**config.mk**
```make
export PLATFORM = sky130hd
export DESIGN_NAME = workgroup_wave_placement
export DESIGN_NICKNAME = d
export VERILOG_FILES = /design/src/hw/rtl/wwp_pkg.sv /design/src/hw/rtl/wwp_cfg_regs.sv /design/src/hw/rtl/wwp_divider.sv /design/src/hw/rtl/workgroup_wave_placement.sv
export VERILOG_INCLUDE_DIRS = /design/src /design/src/hw/rtl
export SDC_FILE = /design/constraint.sdc
export NUM_CORES = 1
export LEC_CHECK = 0
export ABC_AREA = 1
export ABC_CLOCK_PERIOD_IN_PS = 7700
export BUFFER_PORTS_ARGS = -buffer_cell sky130_fd_sc_hd__buf_2
export CORE_ASPECT_RATIO = 1.25
export CORE_MARGIN = 2
export CORE_UTILIZATION = 63
export DETAILED_ROUTE_END_ITERATION = 8
export PLACE_DENSITY = 0.82
export SYNTH_ARGS = -nofsm -noshare
export SYNTH_HDL_FRONTEND = slang
export SYNTH_SLANG_ARGS = --single-unit
```
**constraint.sdc**
```tcl
create_clock -name i_clk -period 7.7 [get_ports i_clk]
set_clock_uncertainty 0.15 [all_clocks]
set_input_delay 0 -clock i_clk [delete_from_list [all_inputs] [get_ports i_clk]]
set_output_delay 0 -clock i_clk [all_outputs]
set_load 0.1 [all_outputs]
```
**src/hw/rtl/workgroup_wave_placement_assert.svh**
```systemverilog
// assertion macros shared by the workgroup wave placement rtl
`ifndef WORKGROUP_WAVE_PLACEMENT_ASSERT_SVH
`define WORKGROUP_WAVE_PLACEMENT_ASSERT_SVH
`ifndef ASSERT_OFF
`define WWP_ASSERT_IMP(lbl, clk, rst_n, ante, cons) \
    lbl: assert property (@(posedge clk) disable iff (!rst_n) (ante) |-> (cons)) \
        else $error("same-cycle check failed");
`define WWP_ASSERT_NXT(lbl, clk, rst_n, ante, cons) \
    lbl: assert property (@(posedge clk) disable iff (!rst_n) (ante) |=> (cons)) \
        else $error("next-cycle check failed");
`else
`define WWP_ASSERT_IMP(lbl, clk, rst_n, ante, cons)
`define WWP_ASSERT_NXT(lbl, clk, rst_n, ante, cons)
`endif
`endif

```
**src/hw/rtl/wwp_pkg.sv**
```systemverilog
// shared types and constants for the workgroup wave placement block
`timescale 1ns / 1ps

package wwp_pkg;

    // parameter defaults
    localparam int LANES_PER_WAVE_DEF = 64;
    localparam int MAX_THREADS_DEF    = 1024;

    // configuration port
    localparam int CFG_ADDR_W = 3;
    localparam int CFG_DATA_W = 16;

    localparam logic [CFG_ADDR_W-1:0] REG_GRID_X   = 3'd0;
    localparam logic [CFG_ADDR_W-1:0] REG_GRID_Y   = 3'd1;
    localparam logic [CFG_ADDR_W-1:0] REG_GRID_Z   = 3'd2;
    localparam logic [CFG_ADDR_W-1:0] REG_THREADS  = 3'd3;
    localparam logic [CFG_ADDR_W-1:0] REG_UNITS_CL = 3'd4;
    localparam logic [CFG_ADDR_W-1:0] REG_UNITS    = 3'd5;
    localparam logic [CFG_ADDR_W-1:0] REG_ENGINES  = 3'd6;

    // result status codes
    localparam logic [1:0] ST_OK       = 2'd0;
    localparam logic [1:0] ST_BAD_GRID = 2'd1;
    localparam logic [1:0] ST_NO_UNITS = 2'd2;
    localparam logic [1:0] ST_RANGE    = 2'd3;

    // shared divider width
    localparam int DIV_W = 32;

    // wave index width, bounds the waves per workgroup
    localparam int WAVE_IDX_W = 4;

    typedef struct packed {
        logic [15:0] grid_x;
        logic [15:0] grid_y;
        logic [15:0] grid_z;
        logic [10:0] threads;
        logic [7:0]  units_cl;
        logic [11:0] units;
        logic [7:0]  engines;
        logic        err_grid;
        logic        err_units;
    } t_cfg;

    typedef struct packed {
        logic             start;
        logic [DIV_W-1:0] dividend;
        logic [DIV_W-1:0] divisor;
    } t_div_req;

    typedef struct packed {
        logic             done;
        logic [DIV_W-1:0] quotient;
        logic [DIV_W-1:0] remainder;
    } t_div_rsp;

endpackage

```
**src/hw/rtl/wwp_cfg_regs.sv**
```systemverilog
// configuration registers and setup checks for the workgroup wave placement block
`timescale 1ns / 1ps

module wwp_cfg_regs
    import wwp_pkg::*;
#(
    parameter int MAX_THREADS = MAX_THREADS_DEF
) (
    input  logic                  i_clk,
    input  logic                  i_rst_n,
    input  logic                  i_cfg_we,
    input  logic [CFG_ADDR_W-1:0] i_cfg_addr,
    input  logic [CFG_DATA_W-1:0] i_cfg_wdata,
    output t_cfg                  o_cfg
);

    localparam logic [12:0] MAX_THR = 13'(MAX_THREADS);

    logic [15:0] r_grid_x;
    logic [15:0] r_grid_y;
    logic [15:0] r_grid_z;
    logic [10:0] r_threads;
    logic [7:0]  r_units_cl;
    logic [11:0] r_units;
    logic [7:0]  r_engines;

    // register writes, unknown index ignored
    always_ff @(posedge i_clk) begin
        if (!i_rst_n) begin
            r_grid_x   <= 16'd1;
            r_grid_y   <= 16'd1;
            r_grid_z   <= 16'd1;
            r_threads  <= 11'd64;
            r_units_cl <= 8'd1;
            r_units    <= 12'd1;
            r_engines  <= 8'd1;
        end else if (i_cfg_we) begin
            unique case (i_cfg_addr)
                REG_GRID_X:   r_grid_x   <= i_cfg_wdata;
                REG_GRID_Y:   r_grid_y   <= i_cfg_wdata;
                REG_GRID_Z:   r_grid_z   <= i_cfg_wdata;
                REG_THREADS:  r_threads  <= i_cfg_wdata[10:0];
                REG_UNITS_CL: r_units_cl <= i_cfg_wdata[7:0];
                REG_UNITS:    r_units    <= i_cfg_wdata[11:0];
                REG_ENGINES:  r_engines  <= i_cfg_wdata[7:0];
                default: ;
            endcase
        end
    end

    // setup checks
    always_comb begin
        o_cfg.grid_x    = r_grid_x;
        o_cfg.grid_y    = r_grid_y;
        o_cfg.grid_z    = r_grid_z;
        o_cfg.threads   = r_threads;
        o_cfg.units_cl  = r_units_cl;
        o_cfg.units     = r_units;
        o_cfg.engines   = r_engines;
        o_cfg.err_grid  = (r_grid_x == 16'd0) || (r_grid_y == 16'd0) ||
                          (r_grid_z == 16'd0) || (r_threads == 11'd0) ||
                          ({2'b00, r_threads} > MAX_THR);
        o_cfg.err_units = (r_units_cl == 8'd0) || (r_units == 12'd0) ||
                          (r_engines == 8'd0);
    end

endmodule

```
**src/hw/rtl/wwp_divider.sv**
```systemverilog
// shared restoring divider, one quotient bit per cycle
`timescale 1ns / 1ps

module wwp_divider
    import wwp_pkg::*;
(
    input  logic     i_clk,
    input  logic     i_rst_n,
    input  t_div_req i_req,
    output t_div_rsp o_rsp
);

    localparam int CNT_W = $clog2(DIV_W);
    localparam logic [CNT_W-1:0] CNT_LAST = CNT_W'(DIV_W - 1);

    logic             r_busy;
    logic             r_done;
    logic [CNT_W-1:0] r_cnt;
    logic [DIV_W-1:0] r_rem;
    logic [DIV_W-1:0] r_quo;
    logic [DIV_W-1:0] r_div;

    logic [DIV_W:0]   partial;
    logic [DIV_W:0]   diff;
    logic [DIV_W-1:0] n_rem;
    logic             q_bit;

    // one shift and trial subtract
    always_comb begin
        partial = {r_rem, r_quo[DIV_W-1]};
        diff    = partial - {1'b0, r_div};
        q_bit   = (partial >= {1'b0, r_div});
        n_rem   = q_bit ? diff[DIV_W-1:0] : partial[DIV_W-1:0];
    end

    // step counter
    always_ff @(posedge i_clk) begin
        if (!i_rst_n) begin
            r_busy <= 1'b0;
            r_done <= 1'b0;
            r_cnt  <= '0;
        end else begin
            r_done <= 1'b0;
            if (i_req.start && !r_busy) begin
                r_busy <= 1'b1;
                r_cnt  <= '0;
            end else if (r_busy) begin
                r_cnt <= r_cnt + 1'b1;
                if (r_cnt == CNT_LAST) begin
                    r_busy <= 1'b0;
                    r_done <= 1'b1;
                end
            end
        end
    end

    // operand and partial remainder registers
    always_ff @(posedge i_clk) begin
        if (i_req.start && !r_busy) begin
            r_rem <= '0;
            r_quo <= i_req.dividend;
            r_div <= i_req.divisor;
        end else if (r_busy) begin
            r_rem <= n_rem;
            r_quo <= {r_quo[DIV_W-2:0], q_bit};
        end
    end

    assign o_rsp.done      = r_done;
    assign o_rsp.quotient  = r_quo;
    assign o_rsp.remainder = r_rem;

endmodule

```
**src/hw/rtl/workgroup_wave_placement.sv**
```systemverilog
// Workgroup wave placement: top level with the placement sequencer and wave output.
//
// A request is taken at a clock edge with start high and busy low; i_group_id
// is sampled then. busy stays high while the request is worked on.
// Configuration registers are written through i_cfg_we / i_cfg_addr /
// i_cfg_wdata, which the user must do only while the block is idle; the block
// itself does not enforce this. Index 7 is ignored.
// Each result appears for one cycle with o_valid high; the receiver cannot
// hold results off, so results leave at one per cycle.
// A grid, group size or unit count error gives a single result in the cycle
// after the request, with busy staying low.
// Otherwise the request runs five divisions in turn on one shared 32-step divider
// (id / grid_x, quotient / grid_y, id / plane, id / total_units, then
// unit / units_per_cluster) before the waves. An id beyond the grid ends
// after the third division with one error result.
// The waves follow back to back, one per cycle, up to sixteen, the final one
// with o_last; busy drops with it.
// Reset is synchronous and active low; configuration and control registers
// return to their reset values and any request in flight is dropped.
`timescale 1ns / 1ps
`include "workgroup_wave_placement_assert.svh"

module workgroup_wave_placement
    import wwp_pkg::*;
#(
    parameter int LANES_PER_WAVE = LANES_PER_WAVE_DEF,
    parameter int MAX_THREADS    = MAX_THREADS_DEF
) (
    input  logic                  i_clk,
    input  logic                  i_rst_n,
    input  logic                  start,
    output logic                  busy,
    input  logic [31:0]           i_group_id,
    input  logic                  i_cfg_we,
    input  logic [CFG_ADDR_W-1:0] i_cfg_addr,
    input  logic [CFG_DATA_W-1:0] i_cfg_wdata,
    output logic                  o_valid,
    output logic [1:0]            o_status,
    output logic [15:0]           o_coord_x,
    output logic [15:0]           o_coord_y,
    output logic [15:0]           o_coord_z,
    output logic [11:0]           o_cluster_id,
    output logic [7:0]            o_unit_in_cluster,
    output logic [11:0]           o_global_unit,
    output logic [3:0]            o_wave_index,
    output logic [7:0]            o_engine_id,
    output logic [6:0]            o_active_lanes,
    output logic                  o_last
);

    localparam logic [11:0]           WS        = 12'(LANES_PER_WAVE);
    localparam logic [WAVE_IDX_W-1:0] WAVE_LAST = {WAVE_IDX_W{1'b1}};

    // sequencer states
    localparam logic [2:0] S_IDLE  = 3'd0;
    localparam logic [2:0] S_DIV_X = 3'd1;
    localparam logic [2:0] S_DIV_Y = 3'd2;
    localparam logic [2:0] S_DIV_P = 3'd3;
    localparam logic [2:0] S_DIV_U = 3'd4;
    localparam logic [2:0] S_DIV_C = 3'd5;
    localparam logic [2:0] S_WAVE  = 3'd6;

    t_cfg     cfg;
    t_div_req div_req;
    t_div_rsp div_rsp;

    logic [2:0]  r_state;
    logic [2:0]  n_state;
    logic [31:0] r_id;
    logic [31:0] r_plane;
    logic [15:0] r_cx;
    logic [15:0] r_cy;
    logic [15:0] r_cz;
    logic [11:0] r_gu;
    logic [11:0] r_cl;
    logic [7:0]  r_uic;
    logic [10:0] r_thr_left;
    logic [WAVE_IDX_W-1:0] r_wave;
    logic [7:0]  r_eng;

    logic        r_out_valid;
    logic [1:0]  r_out_status;
    logic [15:0] r_out_cx;
    logic [15:0] r_out_cy;
    logic [15:0] r_out_cz;
    logic [11:0] r_out_cl;
    logic [7:0]  r_out_uic;
    logic [11:0] r_out_gu;
    logic [3:0]  r_out_wave;
    logic [7:0]  r_out_eng;
    logic [6:0]  r_out_lanes;
    logic        r_out_last;

    logic        accept;
    logic        out_of_range;
    logic [11:0] thr_left_ext;
    logic [11:0] lanes;
    logic        wave_last;
    logic [7:0]  eng_inc;
    logic        div_wait;

    wwp_cfg_regs #(
        .MAX_THREADS (MAX_THREADS)
    ) u_cfg (
        .i_clk       (i_clk),
        .i_rst_n     (i_rst_n),
        .i_cfg_we    (i_cfg_we),
        .i_cfg_addr  (i_cfg_addr),
        .i_cfg_wdata (i_cfg_wdata),
        .o_cfg       (cfg)
    );

    wwp_divider u_div (
        .i_clk   (i_clk),
        .i_rst_n (i_rst_n),
        .i_req   (div_req),
        .o_rsp   (div_rsp)
    );

    assign accept       = start && (r_state == S_IDLE);
    assign out_of_range = (div_rsp.quotient >= {16'd0, cfg.grid_z});

    // sequencer waits on the divider
    assign div_wait = (r_state == S_DIV_X) || (r_state == S_DIV_Y) ||
                      (r_state == S_DIV_P) || (r_state == S_DIV_U) ||
                      (r_state == S_DIV_C);

    // wave lane count and last flag
    assign thr_left_ext = {1'b0, r_thr_left};
    assign lanes        = (thr_left_ext < WS) ? thr_left_ext : WS;
    assign wave_last    = (thr_left_ext <= WS) || (r_wave == WAVE_LAST);
    assign eng_inc      = r_eng + 8'd1;

    // next state and divider launches
    always_comb begin
        n_state          = r_state;
        div_req.start    = 1'b0;
        div_req.dividend = '0;
        div_req.divisor  = '0;
        unique case (r_state)
            S_IDLE: begin
                if (start && !cfg.err_grid && !cfg.err_units) begin
                    div_req.start    = 1'b1;
                    div_req.dividend = i_group_id;
                    div_req.divisor  = {16'd0, cfg.grid_x};
                    n_state          = S_DIV_X;
                end
            end
            S_DIV_X: begin
                if (div_rsp.done) begin
                    div_req.start    = 1'b1;
                    div_req.dividend = div_rsp.quotient;
                    div_req.divisor  = {16'd0, cfg.grid_y};
                    n_state          = S_DIV_Y;
                end
            end
            S_DIV_Y: begin
                if (div_rsp.done) begin
                    div_req.start    = 1'b1;
                    div_req.dividend = r_id;
                    div_req.divisor  = r_plane;
                    n_state          = S_DIV_P;
                end
            end
            S_DIV_P: begin
                if (div_rsp.done) begin
                    if (out_of_range) begin
                        n_state = S_IDLE;
                    end else begin
                        div_req.start    = 1'b1;
                        div_req.dividend = r_id;
                        div_req.divisor  = {20'd0, cfg.units};
                        n_state          = S_DIV_U;
                    end
                end
            end
            S_DIV_U: begin
                if (div_rsp.done) begin
                    div_req.start    = 1'b1;
                    div_req.dividend = {20'd0, div_rsp.remainder[11:0]};
                    div_req.divisor  = {24'd0, cfg.units_cl};
                    n_state          = S_DIV_C;
                end
            end
            S_DIV_C: begin
                if (div_rsp.done) begin
                    n_state = S_WAVE;
                end
            end
            S_WAVE: begin
                if (wave_last) begin
                    n_state = S_IDLE;
                end
            end
            default: n_state = S_IDLE;
        endcase
    end

    // state register
    always_ff @(posedge i_clk) begin
        if (!i_rst_n) begin
            r_state <= S_IDLE;
        end else begin
            r_state <= n_state;
        end
    end

    // placement results collected from the divider
    always_ff @(posedge i_clk) begin
        if (accept) begin
            r_id    <= i_group_id;
            r_plane <= {16'd0, cfg.grid_x} * {16'd0, cfg.grid_y};
        end
        if (div_rsp.done) begin
            case (r_state)
                S_DIV_X: r_cx <= div_rsp.remainder[15:0];
                S_DIV_Y: r_cy <= div_rsp.remainder[15:0];
                S_DIV_P: r_cz <= div_rsp.quotient[15:0];
                S_DIV_U: r_gu <= div_rsp.remainder[11:0];
                S_DIV_C: begin
                    r_cl  <= div_rsp.quotient[11:0];
                    r_uic <= div_rsp.remainder[7:0];
                end
                default: ;
            endcase
        end
        // wave counters
        if (r_state == S_DIV_C && div_rsp.done) begin
            r_thr_left <= cfg.threads;
            r_wave     <= '0;
            r_eng      <= 8'd0;
        end else if (r_state == S_WAVE) begin
            r_thr_left <= 11'(thr_left_ext - WS);
            r_wave     <= r_wave + 1'b1;
            r_eng      <= (eng_inc == cfg.engines) ? 8'd0 : eng_inc;
        end
    end

    // result strobe
    always_ff @(posedge i_clk) begin
        if (!i_rst_n) begin
            r_out_valid <= 1'b0;
        end else begin
            r_out_valid <= (accept && (cfg.err_grid || cfg.err_units)) ||
                           (r_state == S_DIV_P && div_rsp.done && out_of_range) ||
                           (r_state == S_WAVE);
        end
    end

    // result payload
    always_ff @(posedge i_clk) begin
        if (r_state == S_WAVE) begin
            r_out_status <= ST_OK;
            r_out_cx     <= r_cx;
            r_out_cy     <= r_cy;
            r_out_cz     <= r_cz;
            r_out_cl     <= r_cl;
            r_out_uic    <= r_uic;
            r_out_gu     <= r_gu;
            r_out_wave   <= r_wave;
            r_out_eng    <= r_eng;
            r_out_lanes  <= lanes[6:0];
            r_out_last   <= wave_last;
        end else begin
            if (r_state == S_IDLE) begin
                r_out_status <= cfg.err_grid ? ST_BAD_GRID : ST_NO_UNITS;
            end else begin
                r_out_status <= ST_RANGE;
            end
            r_out_cx    <= '0;
            r_out_cy    <= '0;
            r_out_cz    <= '0;
            r_out_cl    <= '0;
            r_out_uic   <= '0;
            r_out_gu    <= '0;
            r_out_wave  <= '0;
            r_out_eng   <= '0;
            r_out_lanes <= '0;
            r_out_last  <= 1'b1;
        end
    end

    assign busy              = (r_state != S_IDLE);
    assign o_valid           = r_out_valid;
    assign o_status          = r_out_status;
    assign o_coord_x         = r_out_cx;
    assign o_coord_y         = r_out_cy;
    assign o_coord_z         = r_out_cz;
    assign o_cluster_id      = r_out_cl;
    assign o_unit_in_cluster = r_out_uic;
    assign o_global_unit     = r_out_gu;
    assign o_wave_index      = r_out_wave;
    assign o_engine_id       = r_out_eng;
    assign o_active_lanes    = r_out_lanes;
    assign o_last            = r_out_last;

    // an error result is always the last result of its request
    `WWP_ASSERT_IMP(a_err_single, i_clk, i_rst_n, o_valid && (o_status != ST_OK), o_last)
    // waves leave back to back until the last one
    `WWP_ASSERT_NXT(a_wave_run, i_clk, i_rst_n, o_valid && (o_status == ST_OK) && !o_last, o_valid)
    // the final result of a request finds the sequencer idle
    `WWP_ASSERT_IMP(a_last_idle, i_clk, i_rst_n, o_valid && o_last, !busy)
    // divider answers only while the sequencer waits for it
    `WWP_ASSERT_IMP(a_div_owner, i_clk, i_rst_n, div_rsp.done, div_wait)

endmodule

```
==> results.toml <==
[cts]
h-tree-depth = 2
cts_tree = "done"
numCtsBuffers = 43
cts.sinks = 463
clkTransAtPathRegs_ps = 70
cts_resized = 0
cts_root_buffer = "clkbuf_16"
clk_latency_ps = 570
clockBufferDepth = 3

[cells_and_area]
antenna_cells = 0
fillCellCount = 3462
final_area_um2 = 32410
drive_gt1_share_pct = 8.280
syn_to_final_growth_pct = 10.83
multi_input_area_um2 = 14360
fin_util_pct = 70.41
final_cells = 4353
seq_area_um2 = 11460
fin_nets = 4141

[synthesis]
synth-main-ff-cell = "dfxtp_1"
synth_seq_area_share_pct = 39.20
synthCells = 3595
synth_seq_cells = 463
ys_warn_count = 0
ys_types = 47
async_reset_ff_share_pct = 0
synth-edff-count = 219
syn_nets = 4003
syn_area_um2 = 29240
synth_area_per_cell_um2 = 8.134

[placement]
dpl.hpwl_um = 52270
dpl.cell_count = 4208
placed_area_um2 = 30220
portBuffers = 158
gp_congestion = 0.9597

[sta]
maxSlewViolCount = 0
tightestPinTransition_ps = 1130
rsz0062_at_grt = "no"
finalSetupViolCount = 0
slew-limit-headroom_pct = 24.23
tns_ps = 0
fin_crit_sh_pct = 82.46
period_minus_slack_ps = 6350
fmax_mhz = 157.5
finalHoldViolations = 0

[power]
ir_drop_uv = 170.9
p_leak_uw = 0.01666
fin_total_pwr_uw = 6492
power.density_nw_per_um2 = 200.3

[global_route]
grt_pass1_vias = 23789
antenna_found_initial = 0
grt_max_degree = 91
grt.overflow.total = 0
globalRouteTotalUtil_pct = 32.06
grt_pass1_wl_um = 122000

[route]
vias = 23772
drt_pass1_iterations = 6
wl_um = 75180
vias_per_cell = 5.461
antenna_left = 0
drt_iter0_markers = 2078
wl_per_cell_um = 17.27
drc_errors = 0

[critical_path]
crit_fanout = 19
r2r_slack_ps = 1350
crit_path_end_kind = "flip-flop"
critPathKind = "flip-flop to flip-flop"
start_kind = "flip-flop"
crit_required_ps = 7850
cp_data_arrival_time_ps = 6500

[floorplan]
chipWidth_um = 196.7
rows = 88
die_h_um = 244.9
fp.coreArea_um2 = 46020
ios = 159
start_util_pct = 63.53
dieArea_um2 = 48160

[flow_run]
cap_violations = 0

[run_status]
status = "finished clean"

[worst_hold_path]
hp-class = "input port to flip-flop"
## synth_stat cells (5+ instances only)
cell type,count,area (um^2)
buf_6,6,67.56
dfxtp_1,244,4885
nor3_1,14,70.07
nand3b_1,22,165.2
a31oi_1,6,37.54
o21ai_0,114,570.6
o21bai_1,5,37.54
a21o_1,5,37.54
nor2_1,354,1329
a21oi_1,104,520.5
buf_1,27,101.4
clkbuf_1,60,225.2
fa_1,195,3904
buf_2,49,245.2
xnor2_1,26,227.7
nand2_1,967,3630
nor2_2,5,31.28
inv_2,13,48.80
clkinv_1,5,18.77
nand3_2,5,50.05
nand3_1,129,645.6
a22oi_1,12,90.09
xor2_1,31,271.5
inv_1,718,2695
nand4_1,35,219.0
ha_1,158,1977
a21oi_2,32,280.3
edfxtp_1,219,6576
## what timing repair did
| action | CTS | global route |
|---|---|---|
| buffers inserted | 0 | 0 |
| setup endpoints to repair | 0 | 0 |
| hold buffers | 65 | 0 |
| hold endpoints to repair | 158 | 0 |
## cell families after synthesis
group | share of synthesized area (%)
and+or+nand+nor | 21.45
adders and majority gates | 20.11
buffers and inverters | 11.74
DFF | 39.20
xor gates and xnor gates | 1.707
AOI/OAI and AO/OA | 5.730
muxes | 0.06847
## sequential cells by signal, indices dropped and copies added (netlist names), 12 cells and up
register	flops
r_cl	12
r_cx	16
u_div.r_rem	32
u_cfg.r_units	12
u_div.r_div	32
r_cy	16
o_coord_x	16
r_cz	16
r_gu	12
r_plane	32
o_coord_y	16
u_cfg.r_grid_z	16
o_cluster_id	12
o_coord_z	16
r_id	32
u_div.r_quo	32
u_cfg.r_grid_x	16
u_cfg.r_grid_y	16
o_global_unit	12
## critical path: stages, from the launching register on
cell and delay (ps):
dfxtp_1 880, nand2_1 200, fa_1 600, fa_1 430
fa_1 490, fa_1 490, inv_1 60, fa_1 540
inv_1 60, fa_1 540, inv_1 40, ha_1 330
nand2_1 100, nor2_1 100, inv_1 40, o21ai_0 480
nand2_1 90, nand2_1 110, and2_1 130, nor2_1 60
xnor2_1 150
## path summary, 6_finish.rpt
kind,depth (start not counted),startpoint,end
min,2,i_group_id[21],r_id[21]$_DFFE_PP_
max reg2reg,20,u_cfg.r_grid_x[8]$_SDFFE_PN0P_,r_plane[24]$_DFFE_PP_
max,20,u_cfg.r_grid_x[8]$_SDFFE_PN0P_,r_plane[24]$_DFFE_PP_
min reg2reg,2,r_cl[11]$_DFFE_PP_,o_cluster_id[11]$_SDFF_PN0_
## power by group
group | total (uW) | internal (uW) | switching [uW]
logic | 1210 | 403 | 806
registers | 3000 | 2820 | 183
clock network | 2280 | 1310 | 977
total | 6490 | 4530 | 1970
## cells in the final DEF, fill, tap and decap left out, drive strengths merged, types with 35 or more instances in the layout
master,instances
edfxtp,219
nand4,35
buf,173
a21oi,136
dfxtp,244
inv,733
ha,158
clkbuf,55
dlygate4sd3,65
fa,195
nand2,970
nand3,134
o21ai,116
nor2,360
## routing by layer
metal / routed length [um] / vias to the layer above / share of wire, % / track usage (%)
met1: 27750 / 11111 / 37 / 38.02
met3: 5217 / 295 / 6.9 / 3.751
li1: - / 11238 / - / -
met5: 0 / - / 0 / 0
met4: 5341 / 0 / 7.1 / 19.75
met2: 36860 / 1128 / 49 / 55.83
## through the flow
step | setup slack (ps) | hold WS [ps]
floorplan | 1998 | -51.13
global placement | 1575 | 42.69
detailed placement | 1426 | 46.42
CTS | 1411 | 1.807
global route | 969.8 | 12.11
finish | 1350 | 16.61
## cell type report
class	count	area share [%]
Multi-Input combinational cell	2251	44.32
Tap cell	585	2.259
Clock buffer	55	3.872
Clock inverter	25	0.8571
Sequential cell	463	35.37
Inverter	736	8.529
Timing Repair Buffer	238	4.795
Power figures use the tool's default switching activity.
